File: src/rtl/core/ntl_pkg.sv
// Shared types, constants and codes of the NTC thermistor linearizer.
package ntl_pkg;

    localparam int TABLE_DEPTH_DEF = 64;

    // Field widths
    localparam int OFFSET_W  = 10;
    localparam int GAIN_W    = 16;
    localparam int ROWS_W    = 7;
    localparam int INDEX_W   = 6;
    localparam int TEMP_W    = 16;
    localparam int RES_W     = 24;
    localparam int READING_W = 20;

    // APB side
    localparam int PADDR_W = 4;
    localparam int PDATA_W = 32;

    // Shared divider: dividend and divisor widths
    localparam int DIV_NUM_W = 43;
    localparam int DIV_DEN_W = 25;

    localparam logic [GAIN_W-1:0]        GAIN_RESET = 16'd16384;
    localparam logic signed [TEMP_W-1:0] START_TEMP = -16'sd10240;
    localparam logic [RES_W-1:0]         START_RES  = 24'd2738094;
    localparam logic [RES_W-1:0]         RES_MAX    = 24'hFFFFFF;

    typedef enum logic [1:0] {
        REG_ADC_OFFSET = 2'd0,
        REG_ADC_GAIN   = 2'd1,
        REG_TABLE_ROWS = 2'd2,
        REG_UNUSED     = 2'd3
    } reg_index_t;

    typedef enum logic {
        OP_LOAD    = 1'b0,
        OP_CONVERT = 1'b1
    } op_t;

    typedef enum logic {
        ST_INTERPOLATED = 1'b0,
        ST_NO_SEGMENT   = 1'b1
    } status_t;

    typedef enum logic [3:0] {
        S_IDLE,
        S_CORR,
        S_RDIV_START,
        S_RDIV_WAIT,
        S_SCAN,
        S_MUL,
        S_IDIV_START,
        S_IDIV_WAIT,
        S_FIN
    } state_t;

    typedef struct packed {
        logic                 start;
        logic [DIV_NUM_W-1:0] dividend;
        logic [DIV_DEN_W-1:0] divisor;
    } div_req_t;

    typedef struct packed {
        logic                 busy;
        logic                 done;
        logic [DIV_NUM_W-1:0] quotient;
    } div_rsp_t;

    typedef struct packed {
        logic [OFFSET_W-1:0] adc_offset;
        logic [GAIN_W-1:0]   adc_gain;
        logic [ROWS_W-1:0]   table_rows;
    } cfg_t;

endpackage

File: src/rtl/core/ntl_div.sv
// Shared restoring divider, one quotient bit per cycle.
module ntl_div (
    input  logic              clk,
    input  logic              rst_n,
    input  ntl_pkg::div_req_t req,
    output ntl_pkg::div_rsp_t rsp
);
    localparam int NW = ntl_pkg::DIV_NUM_W;
    localparam int VW = ntl_pkg::DIV_DEN_W;
    localparam int CW = $clog2(NW + 1);

    logic [VW-1:0] rem_reg,  rem_next;
    logic [NW-1:0] quo_reg,  quo_next;
    logic [VW-1:0] den_reg,  den_next;
    logic [CW-1:0] cnt_reg,  cnt_next;
    logic          busy_reg, busy_next;
    logic          done_reg, done_next;
    logic [VW:0]   trial;
    logic          fits;

    always_comb
    begin
        trial = {rem_reg, quo_reg[NW-1]};
        fits  = trial >= {1'b0, den_reg};
    end

    always_comb
    begin
        rem_next  = rem_reg;
        quo_next  = quo_reg;
        den_next  = den_reg;
        cnt_next  = cnt_reg;
        busy_next = busy_reg;
        done_next = 1'b0;
        if (req.start)
        begin
            rem_next  = '0;
            quo_next  = req.dividend;
            den_next  = req.divisor;
            cnt_next  = CW'(NW);
            busy_next = 1'b1;
        end
        else if (busy_reg)
        begin
            // shift in the next dividend bit, subtract when the divisor fits
            rem_next = fits ? VW'(trial - {1'b0, den_reg}) : trial[VW-1:0];
            quo_next = {quo_reg[NW-2:0], fits};
            cnt_next = cnt_reg - 1'b1;
            if (cnt_reg == CW'(1))
            begin
                busy_next = 1'b0;
                done_next = 1'b1;
            end
        end
    end

    always_ff @(posedge clk or negedge rst_n)
    begin
        if (!rst_n)
        begin
            busy_reg <= 1'b0;
            done_reg <= 1'b0;
            cnt_reg  <= '0;
        end
        else
        begin
            busy_reg <= busy_next;
            done_reg <= done_next;
            cnt_reg  <= cnt_next;
        end
    end

    always_ff @(posedge clk)
    begin
        rem_reg <= rem_next;
        quo_reg <= quo_next;
        den_reg <= den_next;
    end

    assign rsp.busy     = busy_reg;
    assign rsp.done     = done_reg;
    assign rsp.quotient = quo_reg;

endmodule

File: config.mk
export PLATFORM = sky130hd
export DESIGN_NAME = ntl_div
export DESIGN_NICKNAME = d
export VERILOG_FILES = /design/src/rtl/core/ntl_pkg.sv /design/src/rtl/core/ntl_div.sv
export SDC_FILE = /design/constraint.sdc
export NUM_CORES = 1
export LEC_CHECK = 0
export ABC_AREA = 0
export BUFFER_PORTS_ARGS = -buffer_cell sky130_fd_sc_hd__buf_2
export CORE_MARGIN = 5
export CORE_UTILIZATION = 50
export DETAILED_ROUTE_END_ITERATION = 16
export GPL_ROUTABILITY_DRIVEN = 0
export HOLD_SLACK_MARGIN = 0.15
export PLACE_DENSITY = 0.74
export RECOVER_POWER = 100
export SLEW_MARGIN = 30
export SYNTH_ARGS = -nofsm -noshare
export SYNTH_HDL_FRONTEND = slang
export SYNTH_SLANG_ARGS = --single-unit
File: constraint.sdc
create_clock -name clk -period 4 [get_ports clk]
set_input_delay 0.4 -clock clk [delete_from_list [all_inputs] [get_ports clk]]
set_output_delay 0.4 -clock clk [all_outputs]
set_load 0.005 [all_outputs]
# Word level (Yosys, flattened, before mapping)

Index checks and enable logic that the tools add are counted.
W data, S select, Z words.

$add $sub $neg: 2
Order comparisons: 1
Equality and inequality tests: 1
Muxes and demuxes: 11
Reduce and logical (&&, ||, !) cells: 1

Operator list:

| cell                  | number |
|---|---|
| $mux W43              | 2 |
| $ge A26 B25 Y1        | 1 |
| $mux W25              | 1 |
| $sub A25 B25 Y25      | 1 |
| $mux W6               | 2 |
| $eq A6 B1 Y1 const B  | 1 |
| $mux W1               | 6 |
| $sub A6 B1 Y6 const B | 1 |
| $reduce_bool A2 Y1    | 1 |

Flip-flop bits (word level): 101
Input port bits: 71
Word-level logic and storage cells: 22

# Longest topological paths before layout

Depth in word-level cells: 4
Depth in mapped cells: 13
Gate-level depth less buffers: 11

# Worst setup path after synthesis

OpenSTA, ideal clock, no wires.

Kind: reg2reg
Start: reg quo_reg[42]
End: reg quo_reg[0] (data pin)
Library setup time: 0.260 ns
Data arrival time: 2.649 ns
Setup slack: 1.091 ns
Cell stages (with the launch flop): 13
Clock period less this slack: 2.909 ns
Cells stage by stage: edfxtp_1 > inv_1 > ha_1 > inv_1 > fa_1 > a211oi_1 > o21ai_2 > a31oi_4 > o22ai_2 > a21o_1 > buf_6 > buf_8 > mux2_2

Longest elaborated chain between the ends: 3

RTL lines:

| what                   | line          | source |
|---|---|---|
| start, declared        | ntl_div.sv:13 | `logic [NW-1:0] quo_reg, quo_next;` |
| start signal, assigned | ntl_div.sv:76 | `quo_reg <= quo_next;` |
| $ge A26 B25 Y1         | ntl_div.sv:24 | `fits = trial >= {1'b0, den_reg};` |
| $mux W43               | ntl_div.sv:43 | `else if (busy_reg)` |
| $mux W43               | ntl_div.sv:35 | `if (req.start)` |
| via quo_next[0]        | ntl_div.sv:13 |  |

The timed path passes the listed nets, and every way through them passes these cells. The select of a mux whose other input is x is not followed.
A chain may end at the register's enable or synchronous reset.

# Worst setup path in the final report

Same ends and word-level chain as after synthesis.

==> metrics.md <==
| Metric | Value |
|---|---|
| Status | complete, but fails checks |
| Failing checks | max-capacitance violations, max-slew violations |
| DR vias | 4,476 |
| Worst VDD drop | 355 uV |
| Achievable Freq | 293 MHz |
| PwrDens | 565 nW/um2 |
| Static leakage | 2.76 nW |
| N_diodes | 0 |
| Worst slew pin tran | 2.55 ns |
| Synth Warn # | 0 |
| Post-CTS setup buffers | 0 |
| Max cap viols | 1 |
| Max FO, Critical Path | 17 |
| Unrepaired setup endpoints after global routing | no |
| Drc violations | 0 |
| First-pass GRT wire length | 21,900 um |
| Critical path arrival | 3.52 ns |
| Slew Viols, Final | 52 |
| Die Width | 118 um |
| Clock insertion delay at the later pin of the skew report | 0.35 ns |
| # rows | 39 |
| Clock Path Buffers | 2 |
| Initial Util | 50.9% |
| Final hold vios | 0 |
| Largest register FFs | 43 |
| Inserted Clock Buffers | 9 |
| Vias per inst | 5.70 |
| Total number of H-tree levels | 3 |
| Root Driver | clkbuf_16 |
| Number of global-route vias before repair | 4,445 |
| Hold Crit Class | primary input to register |
| Clock skew after layout | 0.0105 ns |
| Place WS | 0.696 ns |
| Crit path capture type | register |
| Post-synthesis sequential area ratio | 47.4% |
| Syn_nets | 627 |
| Worst Path Required | 4.11 ns |
| Overall die height | 118 um |
| HPWL after DPL | 9750 um |
| FFs w/ async S/R, synth | 7.92% |
| EDFF count, synth | 68 |
| Cell count after synthesis | 528 |
| Routed Antenna Nets | 0 |
| Antenna violations before repair | 0 |
| Total Wirelength | 13,400 um |
| # clock sinks | 101 |
| Share of cells above drive strength 1 | 24.0% |
| Drt first pass iters | 7 |
| Area growth syn-to-layout | 15.3% |
| Die footprint | 13,800 um2 |
| Gr ovfl total | 0 |
| Overall routing resource usage | 19.2% |
| Setup TNS | 0 ns |
| Worst-path clk slew | 0.07 ns |
| Largest net degree at the start of global routing | 52 |
| Final WS setup | 0.584 ns |
| Ys flop type | edfxtp_1 |
| Cell area after layout | 6670 um2 |
| Port Buffers | 115 |
| Worst slew margin | -70.2% |
| Nets | 736 |
| CTS tree | yes |
| Syn avg cell area | 11.0 um2 |
| Crit start category | register |
| DR WL/cell | 17.0 um |
| Initial detailed-routing violation count | 289 |
| Kind of critical path | register to register |
| Flops & latches, synth | 101 |
| I/O Pins | 116 |
| Fin crit period | 3.42 ns |
| DP Area | 6470 um2 |
| Yosys cell types | 72 |
| Area of the core | 11,400 um2 |
| Setup violations, final | 0 |
| Crit share post-route | 85.4% |
| Netlist Area Pre-Place | 5790 um2 |
worst max-delay path: stages (launching register included):
cell	delay [ns]
edfxtp_1	0.41
inv_1	0.08
ha_1	0.16
inv_1	0.05
fa_1	0.42
a211oi_1	0.31
o21ai_0	0.24
a31oi_4	0.35
o22ai_1	0.19
a21o_1	0.54
mux2_2	0.41
through the flow:
stage / utilization [%] / hold slack [ns] / std cells / power (mW)
floorplan: - / 0.104 / 528 / 2.62
global placement: 56.9 / 0.248 / 768 / 2.93
detailed placement: 56.9 / 0.248 / 768 / 2.97
CTS: 59.4 / 0.202 / 785 / 3.81
global route: 58.7 / 0.202 / 785 / 4.03
finish: 58.7 / 0.220 / 785 / 3.77
path summary, 6_finish.rpt:
kind | slack (ns) | from | cells past startpoint | end
max in group asynchronous | 3.21 | rst_n | 2 | cnt_reg[4]
worst min-delay path | 0.22 | req[13] | 1 | den_reg[13]
worst min register to register | 0.50 | rem_reg[20] | 2 | rem_reg[21]
worst max-delay path | 0.58 | quo_reg[42] | 10 | quo_reg[0]
worst max register to register | 0.58 | quo_reg[42] | 10 | quo_reg[0]
min in group asynchronous | 0.50 | rst_n | 2 | cnt_reg[5]
cell type report:
cell class | instances | area [um2]
fill | 985 | 4700
multi-input combinational | 366 | 2760
sequential | 101 | 2740
timing repair buffer | 123 | 577
clock buffer | 11 | 233
tap | 143 | 179
inverter | 36 | 135
clock inverter | 5 | 42.5
cells by family after synthesis:
group	share of synthesized area (%)
AOI/OAI and AO/OA	15.5
xor gates and xnor gates	2.88
adders and majority gates	6.18
buffers and inverters	4.56
DFF	47.4
muxes	11.1
and+or+nand+nor	12.4
cells in the mapped netlist (10+ instances only):
cell | number | area [um2]
nor2_1 | 38 | 143
mux2_2 | 43 | 484
a21oi_1 | 22 | 110
clkbuf_1 | 15 | 56.3
a211oi_1 | 15 | 113
inv_1 | 36 | 135
ha_1 | 27 | 338
o21ai_0 | 18 | 90.1
xnor2_1 | 10 | 87.6
mux2i_1 | 16 | 160
nand2b_1 | 11 | 68.8
nand2_1 | 32 | 120
edfxtp_1 | 68 | 2040
dfxtp_1 | 25 | 500
nand3_1 | 14 | 70.1
nor3_1 | 11 | 55.1
placed cells by master (no fill, tap or decap), types with 6 or more instances in the layout:
cell type  instances
dfxtp_1           25
nor2_1            38
inv_1             36
xor2_1             9
a211oi_1          15
mux2i_1           16
clkbuf_16          9
o21a_1             7
clkbuf_1          40
nand2_1           32
a311oi_1           6
mux2_2            43
o21ai_0           19
nand3_1           14
nor3_1            11
ha_1              27
xnor2_1           10
buf_2             79
nand2b_1          11
dfrtp_1            8
a21oi_1           22
edfxtp_1          68
where the power goes:
part | switching, mW | internal [mW]
clock | 0.396 | 0.429
sequential | 0.119 | 1.30
combinational | 0.858 | 0.669
total | 1.37 | 2.39
layer usage:
layer | up-vias | wire (um) | share of wire [%] | global-route usage, %
li1 | 2179 | - | - | -
met3 | 20 | 1280 | 9.6 | 7.74
met2 | 174 | 6000 | 45 | 29.3
met4 | 0 | 278 | 2.1 | 7.31
met1 | 2103 | 5810 | 43 | 24.5
met5 | - | 0 | 0 | 0
timing repair:
item / 4_1_cts / 5_1_grt
endpoints found under the hold margin: 8 / 0
hold buffers: 1 / 0
endpoints found under the setup margin: 0 / 0
resized for setup: 0 / 0
(Power assumes the default switching activity.)
