$ cat src/rtl/core/ntl_pkg.sv
// Shared types, constants and codes of the NTC thermistor linearizer.
package ntl_pkg;

    localparam int TABLE_DEPTH_DEF = 64;

    // Field widths
    localparam int OFFSET_W  = 10;
    localparam int GAIN_W    = 16;
    localparam int ROWS_W    = 7;
    localparam int INDEX_W   = 6;
    localparam int TEMP_W    = 16;
    localparam int RES_W     = 24;
    localparam int READING_W = 20;

    // APB side
    localparam int PADDR_W = 4;
    localparam int PDATA_W = 32;

    // Shared divider: dividend and divisor widths
    localparam int DIV_NUM_W = 43;
    localparam int DIV_DEN_W = 25;

    localparam logic [GAIN_W-1:0]        GAIN_RESET = 16'd16384;
    localparam logic signed [TEMP_W-1:0] START_TEMP = -16'sd10240;
    localparam logic [RES_W-1:0]         START_RES  = 24'd2738094;
    localparam logic [RES_W-1:0]         RES_MAX    = 24'hFFFFFF;

    typedef enum logic [1:0] {
        REG_ADC_OFFSET = 2'd0,
        REG_ADC_GAIN   = 2'd1,
        REG_TABLE_ROWS = 2'd2,
        REG_UNUSED     = 2'd3
    } reg_index_t;

    typedef enum logic {
        OP_LOAD    = 1'b0,
        OP_CONVERT = 1'b1
    } op_t;

    typedef enum logic {
        ST_INTERPOLATED = 1'b0,
        ST_NO_SEGMENT   = 1'b1
    } status_t;

    typedef enum logic [3:0] {
        S_IDLE,
        S_CORR,
        S_RDIV_START,
        S_RDIV_WAIT,
        S_SCAN,
        S_MUL,
        S_IDIV_START,
        S_IDIV_WAIT,
        S_FIN
    } state_t;

    typedef struct packed {
        logic                 start;
        logic [DIV_NUM_W-1:0] dividend;
        logic [DIV_DEN_W-1:0] divisor;
    } div_req_t;

    typedef struct packed {
        logic                 busy;
        logic                 done;
        logic [DIV_NUM_W-1:0] quotient;
    } div_rsp_t;

    typedef struct packed {
        logic [OFFSET_W-1:0] adc_offset;
        logic [GAIN_W-1:0]   adc_gain;
        logic [ROWS_W-1:0]   table_rows;
    } cfg_t;

endpackage

$ cat src/rtl/core/ntl_regs.sv
// APB configuration registers: ADC offset, ADC gain, table row count.
module ntl_regs (
    input  logic                         clk,
    input  logic                         rst_n,
    input  logic                         psel,
    input  logic                         penable,
    input  logic                         pwrite,
    input  logic [ntl_pkg::PADDR_W-1:0]  paddr,
    input  logic [ntl_pkg::PDATA_W-1:0]  pwdata,
    output logic [ntl_pkg::PDATA_W-1:0]  prdata,
    output logic                         pready,
    output ntl_pkg::cfg_t                cfg
);
    ntl_pkg::reg_index_t idx;
    logic                wr;
    logic [ntl_pkg::OFFSET_W-1:0] offset_reg, offset_next;
    logic [ntl_pkg::GAIN_W-1:0]   gain_reg,   gain_next;
    logic [ntl_pkg::ROWS_W-1:0]   rows_reg,   rows_next;

    assign pready = 1'b1;
    assign idx    = ntl_pkg::reg_index_t'(paddr[3:2]);
    assign wr     = psel && penable && pwrite && pready;

    always_comb
    begin
        offset_next = offset_reg;
        gain_next   = gain_reg;
        rows_next   = rows_reg;
        if (wr)
        begin
            case (idx)
                ntl_pkg::REG_ADC_OFFSET: offset_next = pwdata[ntl_pkg::OFFSET_W-1:0];
                ntl_pkg::REG_ADC_GAIN:   gain_next   = pwdata[ntl_pkg::GAIN_W-1:0];
                ntl_pkg::REG_TABLE_ROWS: rows_next   = pwdata[ntl_pkg::ROWS_W-1:0];
                default: ;
            endcase
        end
    end

    always_comb
    begin
        case (idx)
            ntl_pkg::REG_ADC_OFFSET: prdata = ntl_pkg::PDATA_W'(offset_reg);
            ntl_pkg::REG_ADC_GAIN:   prdata = ntl_pkg::PDATA_W'(gain_reg);
            ntl_pkg::REG_TABLE_ROWS: prdata = ntl_pkg::PDATA_W'(rows_reg);
            default:                 prdata = '0;
        endcase
    end

    always_ff @(posedge clk or negedge rst_n)
    begin
        if (!rst_n)
        begin
            offset_reg <= '0;
            gain_reg   <= ntl_pkg::GAIN_RESET;
            rows_reg   <= '0;
        end
        else
        begin
            offset_reg <= offset_next;
            gain_reg   <= gain_next;
            rows_reg   <= rows_next;
        end
    end

    assign cfg.adc_offset = offset_reg;
    assign cfg.adc_gain   = gain_reg;
    assign cfg.table_rows = rows_reg;

endmodule

$ cat config.mk
export PLATFORM = sky130hd
export DESIGN_NAME = ntl_regs
export DESIGN_NICKNAME = d
export VERILOG_FILES = /design/src/rtl/core/ntl_pkg.sv /design/src/rtl/core/ntl_regs.sv
export SDC_FILE = /design/constraint.sdc
export NUM_CORES = 1
export LEC_CHECK = 0
export BUFFER_PORTS_ARGS = -buffer_cell sky130_fd_sc_hd__buf_2
export CELL_PAD_IN_SITES_DETAIL_PLACEMENT = 1
export CELL_PAD_IN_SITES_GLOBAL_PLACEMENT = 1
export CORE_MARGIN = 2
export CORE_UTILIZATION = 31
export DETAILED_ROUTE_END_ITERATION = 10
export GPL_TIMING_DRIVEN = 0
export PLACE_DENSITY_LB_ADDON = 0.1
export SYNTH_ARGS = -nofsm -noshare
export SYNTH_HDL_FRONTEND = slang
export SYNTH_SLANG_ARGS = --single-unit
$ cat constraint.sdc
create_clock -name clk -period 0.92 [get_ports clk]
set_input_delay 0.184 -clock clk [delete_from_list [all_inputs] [get_ports clk]]
set_output_delay 0.184 -clock clk [all_outputs]
set_load 0.01 [all_outputs]
Word-level counts from Yosys, hierarchy flattened. Cells that the tools add are included. W data, S select, Z words.

Word-level logic and storage cells: 12. Input bits: 41. Flip-flop bits (word level): 33. Bits in latches: 0. Memories kept: 0. Output and inout port bits: 66. Bits in read-only memories: 0. RAM bits: 0.

Divide/modulo/power cells: 0. Order comparisons: 0. Reductions and logical operators: 6. Add/subtract/negate cells: 0. Bitwise logic cells: 0. Multipliers: 0. Equality and inequality tests: 2. Shifts and indexed selects: 0. Mux-type cells: 1.

Operator list (count): $pmux W16 S3 (1); $reduce_and A2 Y1 (3); $eq A2 B1 Y1 const B (1); $eq A2 B2 Y1 const B (1); $logic_and A1 B1 Y1 (2); $logic_not A2 Y1 (1).

Depth between registers and ports, before layout. Gate-level depths: netlist (run 1).

Depth in word-level cells: 3. Mapped depth: 4. Gate-level depth less buffers: 3.

Worst setup path after synthesis (run 1). No wires, ideal clock.

Path kind: input port to flip-flop. Start: input port pwrite. End: register gain_reg[10] in the netlist's numbering. Path buffers: 1. Slack: -0.439 ns. Stages: 4. Setup time: 0.125 ns. Arrival time: 1.234 ns. Path through: nand3_1 -> nor3b_4 -> buf_6 -> mux2_2.

Cells in the longest elaborated chain, start to end: 2.

Ends and longest elaborated chain: start: declaration (RTL line ntl_regs.sv:7) `input logic pwrite,`; $logic_and A1 B1 Y1 (RTL line ntl_regs.sv:22) `assign wr = psel && penable && pwrite && pready;`; $reduce_and A2 Y1 (no source line); end signal: assignment (RTL line ntl_regs.sv:55) `gain_reg <= ntl_pkg::GAIN_RESET;`; end signal: assignment (RTL line ntl_regs.sv:61) `gain_reg <= gain_next;`; end: declaration (RTL line ntl_regs.sv:17) `logic [ntl_pkg::GAIN_W-1:0] gain_reg, gain_next;`.

No other way between the ends. A chain may end at the register's enable or synchronous reset.

Worst setup path in the final report (run 1).
Start: register gain_reg[4] in the netlist's numbering. End: output port prdata[4] in the netlist's numbering.

Cells in the longest elaborated chain, start to end: 1.

Ends and longest elaborated chain: $pmux W16 S3 (RTL line ntl_regs.sv:42) `case (idx)`; end: declaration (RTL line ntl_regs.sv:10) `output logic [ntl_pkg::PDATA_W-1:0] prdata,`.

No other way between the ends.

==> results by group, run 1 <==
Yosys
  • Syn Inst Count: 128
  • Post-Syn Area per Cell: 13.0 sq um
  • Leading area contributor after synthesis: dfrtp_1
  • Post-synth top area share: 0.482
  • Flops & latches, synth: 33
  • Mapped cell area: 0.00166 sq mm
  • Top post-synthesis cells by count: dfrtp_1, mux2_2, buf_4
  • Share of synthesized flip-flops with an asynchronous set or reset: 1.00
  • Synth area leaders: dfrtp_1, mux2_2, buf_4, mux2_4, mux2i_1
  • Yosys warning count: 0
  • Main flop type after synthesis: dfrtp_1
  • Post-synth EDFFs: 0
  • Distinct cells, synth: 19
  • Register area share after synthesis: 0.497
  • Count leader, synth: dfrtp_1

Timing
  • RSZ-0062 raised after global routing: true
  • FMAX: 795 MHz
  • Setup ws final: -0.337 ns
  • Max Slew Vio Count: 0
  • Final hold vios: 17
  • Worst-Margin Slew: 0.788 ns
  • Hold_ws: -0.0150 ns
  • Worst Skew: 0 ns
  • # setup viols final: 80
  • Minimum clock period: 1.26 ns
  • Relative slew margins: 0.474
  • Fin crit share: 1.37

Power and ir drop
  • Max IR drop VDD: 0.871 mV
  • Power Dens Cells: 1970 mW/mm^2
  • Tot Pwr: 0.00589 W
  • LEAKAGE: 1.58 nW

Placed design
  • Hpwl dp: 3.38 mm
  • Number of port buffers: 71
  • Placed instance count: 284
  • Routability Congestion: 0.740

Critical path
  • Critical Path Sink Type: output port
  • Slowest CP cell: dfrtp_1
  • Crit path cell chain: mux2i_1, o21ai_1, buf_2
  • Crit start category: flip-flop
  • FF-to-FF setup slack: -0.10 ns
  • FF-to-FF path depth: 3
  • Critical Path Fanout Max: 2
  • RR Endpoint: rows_reg[3]
  • Arr. time, crit path: 1.07 ns
  • Reg2reg start: rows_reg[3]
  • Worst EP required: 0.74 ns
  • Setup CP Type: flip-flop to output port
  • CP peak stage delay: 0.39 ns

Drt
  • Final ANT Viol Nets: 0
  • Via count: 1454
  • Vias per std cell: 4.38
  • Final wirelength: 5.50 mm
  • Drt pass-1 iters: 4
  • DRT iter0 DRCs: 51
  • Routed wire length per instance: 16.6 um
  • DR DRC count: 0

Global routing
  • First-pass GRT wire length: 8.96 mm
  • Tot GR Track Use: 0.194
  • Largest net degree at the start of global routing: 34
  • Vias in the first global route: 1675
  • GRT overflow: 0
  • Initial antenna violation count: 0

Floorplan
  • IO Count: 107
  • Core ar.: 0.00514 sq mm
  • FP Rows: 26
  • Die X: 77.2 um
  • Die Ht: 77.2 um
  • Initial Util: 0.324
  • Die area: 0.00597 sq mm

Min path
  • HP Class: input port to async pin

Clock tree
  • Worst skew pair latency: 0.27 ns
  • TritonCTS Buffers: 5
  • Worst-path clk slew: 0.07 ns
  • Num Clock Sinks: 33
  • H-tree Lvls: 2
  • CTS Root Cell: clkbuf_8
  • TritonCTS clock tree: done
  • Max clock buf depth: 2

Layout
  • Max reg flops: 16
  • Final Non-Filler Cells: 332
  • Synthesis-to-layout area growth: 79.5%
  • N_diodes: 0
  • Final nets: 302
  • Share of cells above drive strength 1: 0.679

Flow run
  • Number of maximum-capacitance violations: 0

Run status
  • Failing checks: negative hold slack, negative setup slack
  • Status: finished with violations
==> critical path, delay by kind of cell, from the launching register on <==
kind / cells / cell delay, ns
AO/OA/AOI/OAI: 1 / 0.09
flip-flops: 1 / 0.39
buffers and inverters: 1 / 0.15
multiplexers: 1 / 0.17
==> timing repair <==
action	CTS	global route
buffers inserted	32	18
resized for setup	76	21
endpoints found under the setup margin	82	82
pin swaps	4	7
hold buffers	0	0
cloned	1	0
==> worst max-delay path by stage <==
stage / start / end
2_1_floorplan: pwrite / gain_reg[10]
3_3_place_gp: pwrite / gain_reg[5]
3_5_place_dp: pwrite / offset_reg[0]
4_1_cts: offset_reg[4] / prdata[4]
5_1_grt: gain_reg[5] / prdata[5]
6_report: gain_reg[4] / prdata[4]
==> layout by cell type (no fill, tap or decap) <==
| master | n |
|---|---|
| o21ai_1 | 7 |
| nor3_4 | 1 |
| and2_4 | 1 |
| nor2b_2 | 1 |
| nand3_4 | 1 |
| buf_12 | 1 |
| mux2_4 | 33 |
| clkbuf_1 | 2 |
| nand2_1 | 7 |
| nor2_1 | 3 |
| dfrtp_1 | 32 |
| conb_1 | 17 |
| clkbuf_8 | 6 |
| clkbuf_2 | 1 |
| or3b_1 | 1 |
| buf_6 | 55 |
| buf_4 | 26 |
| dfstp_2 | 1 |
| buf_2 | 45 |
| and2_1 | 5 |
| nor3b_4 | 1 |
| mux2i_1 | 10 |
| nor2b_4 | 1 |
| buf_8 | 4 |
==> power by group <==
group          internal (W)  total, W  switching (W)
Sequential          0.00180   0.00206       0.000255
Clock              0.000610   0.00112       0.000510
Combinational       0.00175   0.00271       0.000962
Total               0.00416   0.00589        0.00173
==> kinds of logic after synthesis <==
group	count (synthesis)	synth area share
muxes	43	0.299
DFF	33	0.497
and+or+nand+nor	22	0.0820
buffers and inverters	21	0.0956
AOI/OAI and AO/OA	7	0.0211
other	2	0.00452
==> through the flow <==
stage,TNS (ns),instance area (sq um),util,hold WS (ns),setup WS (ns)
2_1_floorplan,-8.56,1770,-,-0.112,-0.306
3_3_place_gp,-25.46,2210,0.430,0.279,-0.663
3_5_place_dp,-25.59,2210,0.430,0.314,-0.663
4_1_cts,-11.46,2890,0.562,0.00675,-0.336
5_1_grt,-14.75,2990,0.581,0.0293,-0.394
6_report,-11.37,2990,0.581,-0.0150,-0.337
==> final cells by class <==
cell class / count / area, sq um
fillers: 548 / 2150
repair buffers: 111 / 951
multi-input cells: 89 / 856
flip-flops and latches: 33 / 827
plain buffers: 21 / 174
clock buffers: 8 / 90.1
well taps: 70 / 87.6
==> per-layer routing <==
metal | track usage | vias to the layer above | part of all wire
li1 | - | 670 | -
met1 | 0.223 | 720 | 0.39
met2 | 0.362 | 62 | 0.56
met3 | 0.0529 | 2 | 0.057
met4 | 0.0286 | 0 | 0.0022
met5 | 0 | - | 0
Power figures use the tool's default switching activity.
==> inputs of run 2 (changes only) <==
Settings changed: HOLD_SLACK_MARGIN set to 0.15.
==> run 2 against run 1 <==
The run still ends with negative hold slack, negative setup slack left. Flip-flop and latch count did not move. Sequential share of layout area shrank 0.90 points. Final area is 3.4% higher. Total power up 1.4%. Critical endpoint unchanged. Largest cell class unchanged.
==> results by group, run 2 (synthesis gave the netlist of run 1 again) <==
Global routing
  • First-pass GRT wire length: 9.22 mm
  • Vias in the first global route: 1709
  • GRT overflow: 0
  • Tot GR Track Use: 0.199
  • Initial antenna violation count: 0
  • Largest net degree at the start of global routing: 34

Floorplan
  • Core ar.: 0.00514 sq mm
  • Initial Util: 0.324
  • IO Count: 107
  • Die area: 0.00597 sq mm
  • Die X: 77.2 um
  • Die Ht: 77.2 um
  • FP Rows: 26

Timing
  • Worst-Margin Slew: 0.798 ns
  • RSZ-0062 raised after global routing: true
  • Hold_ws: -0.0118 ns
  • Fin crit share: 1.37
  • Setup ws final: -0.338 ns
  • Setup TNS: -11.62 ns
  • # setup viols final: 80
  • Max Slew Vio Count: 0
  • FMAX: 795 MHz
  • Relative slew margins: 0.468
  • Worst Skew: 0 ns
  • Minimum clock period: 1.26 ns
  • Final hold vios: 9

Drt
  • Via count: 1499
  • Final ANT Viol Nets: 0
  • Drt pass-1 iters: 4
  • Final wirelength: 5.74 mm
  • DR DRC count: 0
  • Vias per std cell: 4.40
  • DRT iter0 DRCs: 58
  • Routed wire length per instance: 16.8 um

Critical path
  • Reg2reg start: rows_reg[3]
  • FF-to-FF setup slack: -0.10 ns
  • Arr. time, crit path: 1.07 ns
  • FF-to-FF path depth: 3
  • Crit start category: flip-flop
  • Critical Path Fanout Max: 2
  • Worst EP required: 0.74 ns
  • Critical Path Sink Type: output port
  • Setup CP Type: flip-flop to output port
  • RR Endpoint: rows_reg[3]

Layout
  • Share of cells above drive strength 1: 0.664
  • Final Non-Filler Cells: 341
  • Number of fill cells: 538
  • Synthesis-to-layout area growth: 85.6%
  • Most common cell after layout, fill and taps aside: buf_6
  • Most frequent cells in the layout: buf_6, buf_2, mux2_4
  • N_diodes: 0
  • Final nets: 311
  • Max reg flops: 16

Clock tree
  • Num Clock Sinks: 33
  • TritonCTS clock tree: done
  • H-tree Lvls: 2
  • Max clock buf depth: 2
  • Worst skew pair latency: 0.27 ns
  • CTS Root Cell: clkbuf_8
  • TritonCTS Buffers: 5
  • Worst-path clk slew: 0.07 ns

Run status
  • Status: finished with violations
  • Failing checks: negative hold slack, negative setup slack

Power and ir drop
  • Reg power frac: 0.345
  • Max IR drop VDD: 1.06 mV
  • Power Dens Cells: 1940 mW/mm^2
  • Clock Power Share: 0.188
  • Comb pwr share: 0.467
  • P_sw: 0.00176 W
  • Internal Power: 0.00422 W
  • LEAKAGE: 1.62 nW
  • Net Sw Frac: 0.294

Flow run
  • Number of maximum-capacitance violations: 0

Placed design
  • Number of port buffers: 71
  • Routability Congestion: 0.740
  • Placement Setup Slack: -0.663 ns
  • Placed instance count: 284
  • Hpwl dp: 3.38 mm

Min path
  • HP Class: input port to async pin
-- run 2: changes by cell type in the layout (fill, tap and decap cells not counted) --
cell,delta
dlygate4sd3_1,+8
buf_6,+2
and2_1,-1
and2_4,+1
buf_2,-1
-- run 2: what timing repair did --
action                                 in CTS  in global routing
gates cloned                                1                  0
setup buffers                              32                 20
endpoints found under the hold margin      41                 33
pin swaps                                   4                  7
hold buffers                                7                  1
resized for setup                          76                 25
setup endpoints to repair                  82                 82
-- run 2: per-layer routing --
| metal | wire length, um | track usage |
|---|---|---|
| met5 | 0 | 0 |
| met4 | 12 | 0.0286 |
| met3 | 329 | 0.0576 |
| met2 | 3180 | 0.375 |
| met1 | 2220 | 0.225 |
-- run 2: area by class of cell --
cell class                 instances  area [sq um]  area share
clock buffer                       8          90.1      0.0292
sequential                        33           827       0.268
timing repair buffer             120          1050       0.340
multi-input combinational         89           858       0.278
buffer                            21           174      0.0564
tap                               70          87.6      0.0284
-- run 2: how the worst max path moves through the flow --
| stage | cells past startpoint | start | slack (ns) | to |
|---|---|---|---|---|
| global route | 3 | gain_reg[5] | -0.40 | prdata[5] |
| global placement | 5 | pwrite | -0.66 | gain_reg[5] |
| floorplan | 4 | pwrite | -0.31 | gain_reg[10] |
| finish | 3 | gain_reg[4] | -0.34 | prdata[4] |
| detailed placement | 4 | pwrite | -0.66 | offset_reg[0] |
| CTS | 3 | offset_reg[4] | -0.34 | prdata[4] |
-- run 2: worst max-delay path, cell delays in order (launching register included) --
cell and delay (ns):
dfrtp_1 0.39, mux2i_1 0.17, o21ai_1 0.09, buf_2 0.15
-- run 2: per-stage QoR --
step / total power (W) / hold slack [ns] / util / cell area, sq um
floorplan: 0.00291 / -0.112 / - / 1770
global placement: 0.00352 / 0.279 / 0.430 / 2210
detailed placement: 0.00359 / 0.314 / 0.430 / 2210
CTS: 0.00575 / 0.00675 / 0.576 / 2960
global route: 0.00633 / 0.0253 / 0.600 / 3090
finish: 0.00597 / -0.0118 / 0.600 / 3090
-- run 2: power groups by stage --
stage / sequential, W / combinational, W / clock, W
5_1_grt: 0.00210 / 0.00299 / 0.00125
3_3_place_gp: 0.00205 / 0.00147 / 0
4_1_cts: 0.00204 / 0.00254 / 0.00117
2_1_floorplan: 0.00221 / 0.000702 / 0
3_5_place_dp: 0.00208 / 0.00151 / 0
6_report: 0.00206 / 0.00279 / 0.00112
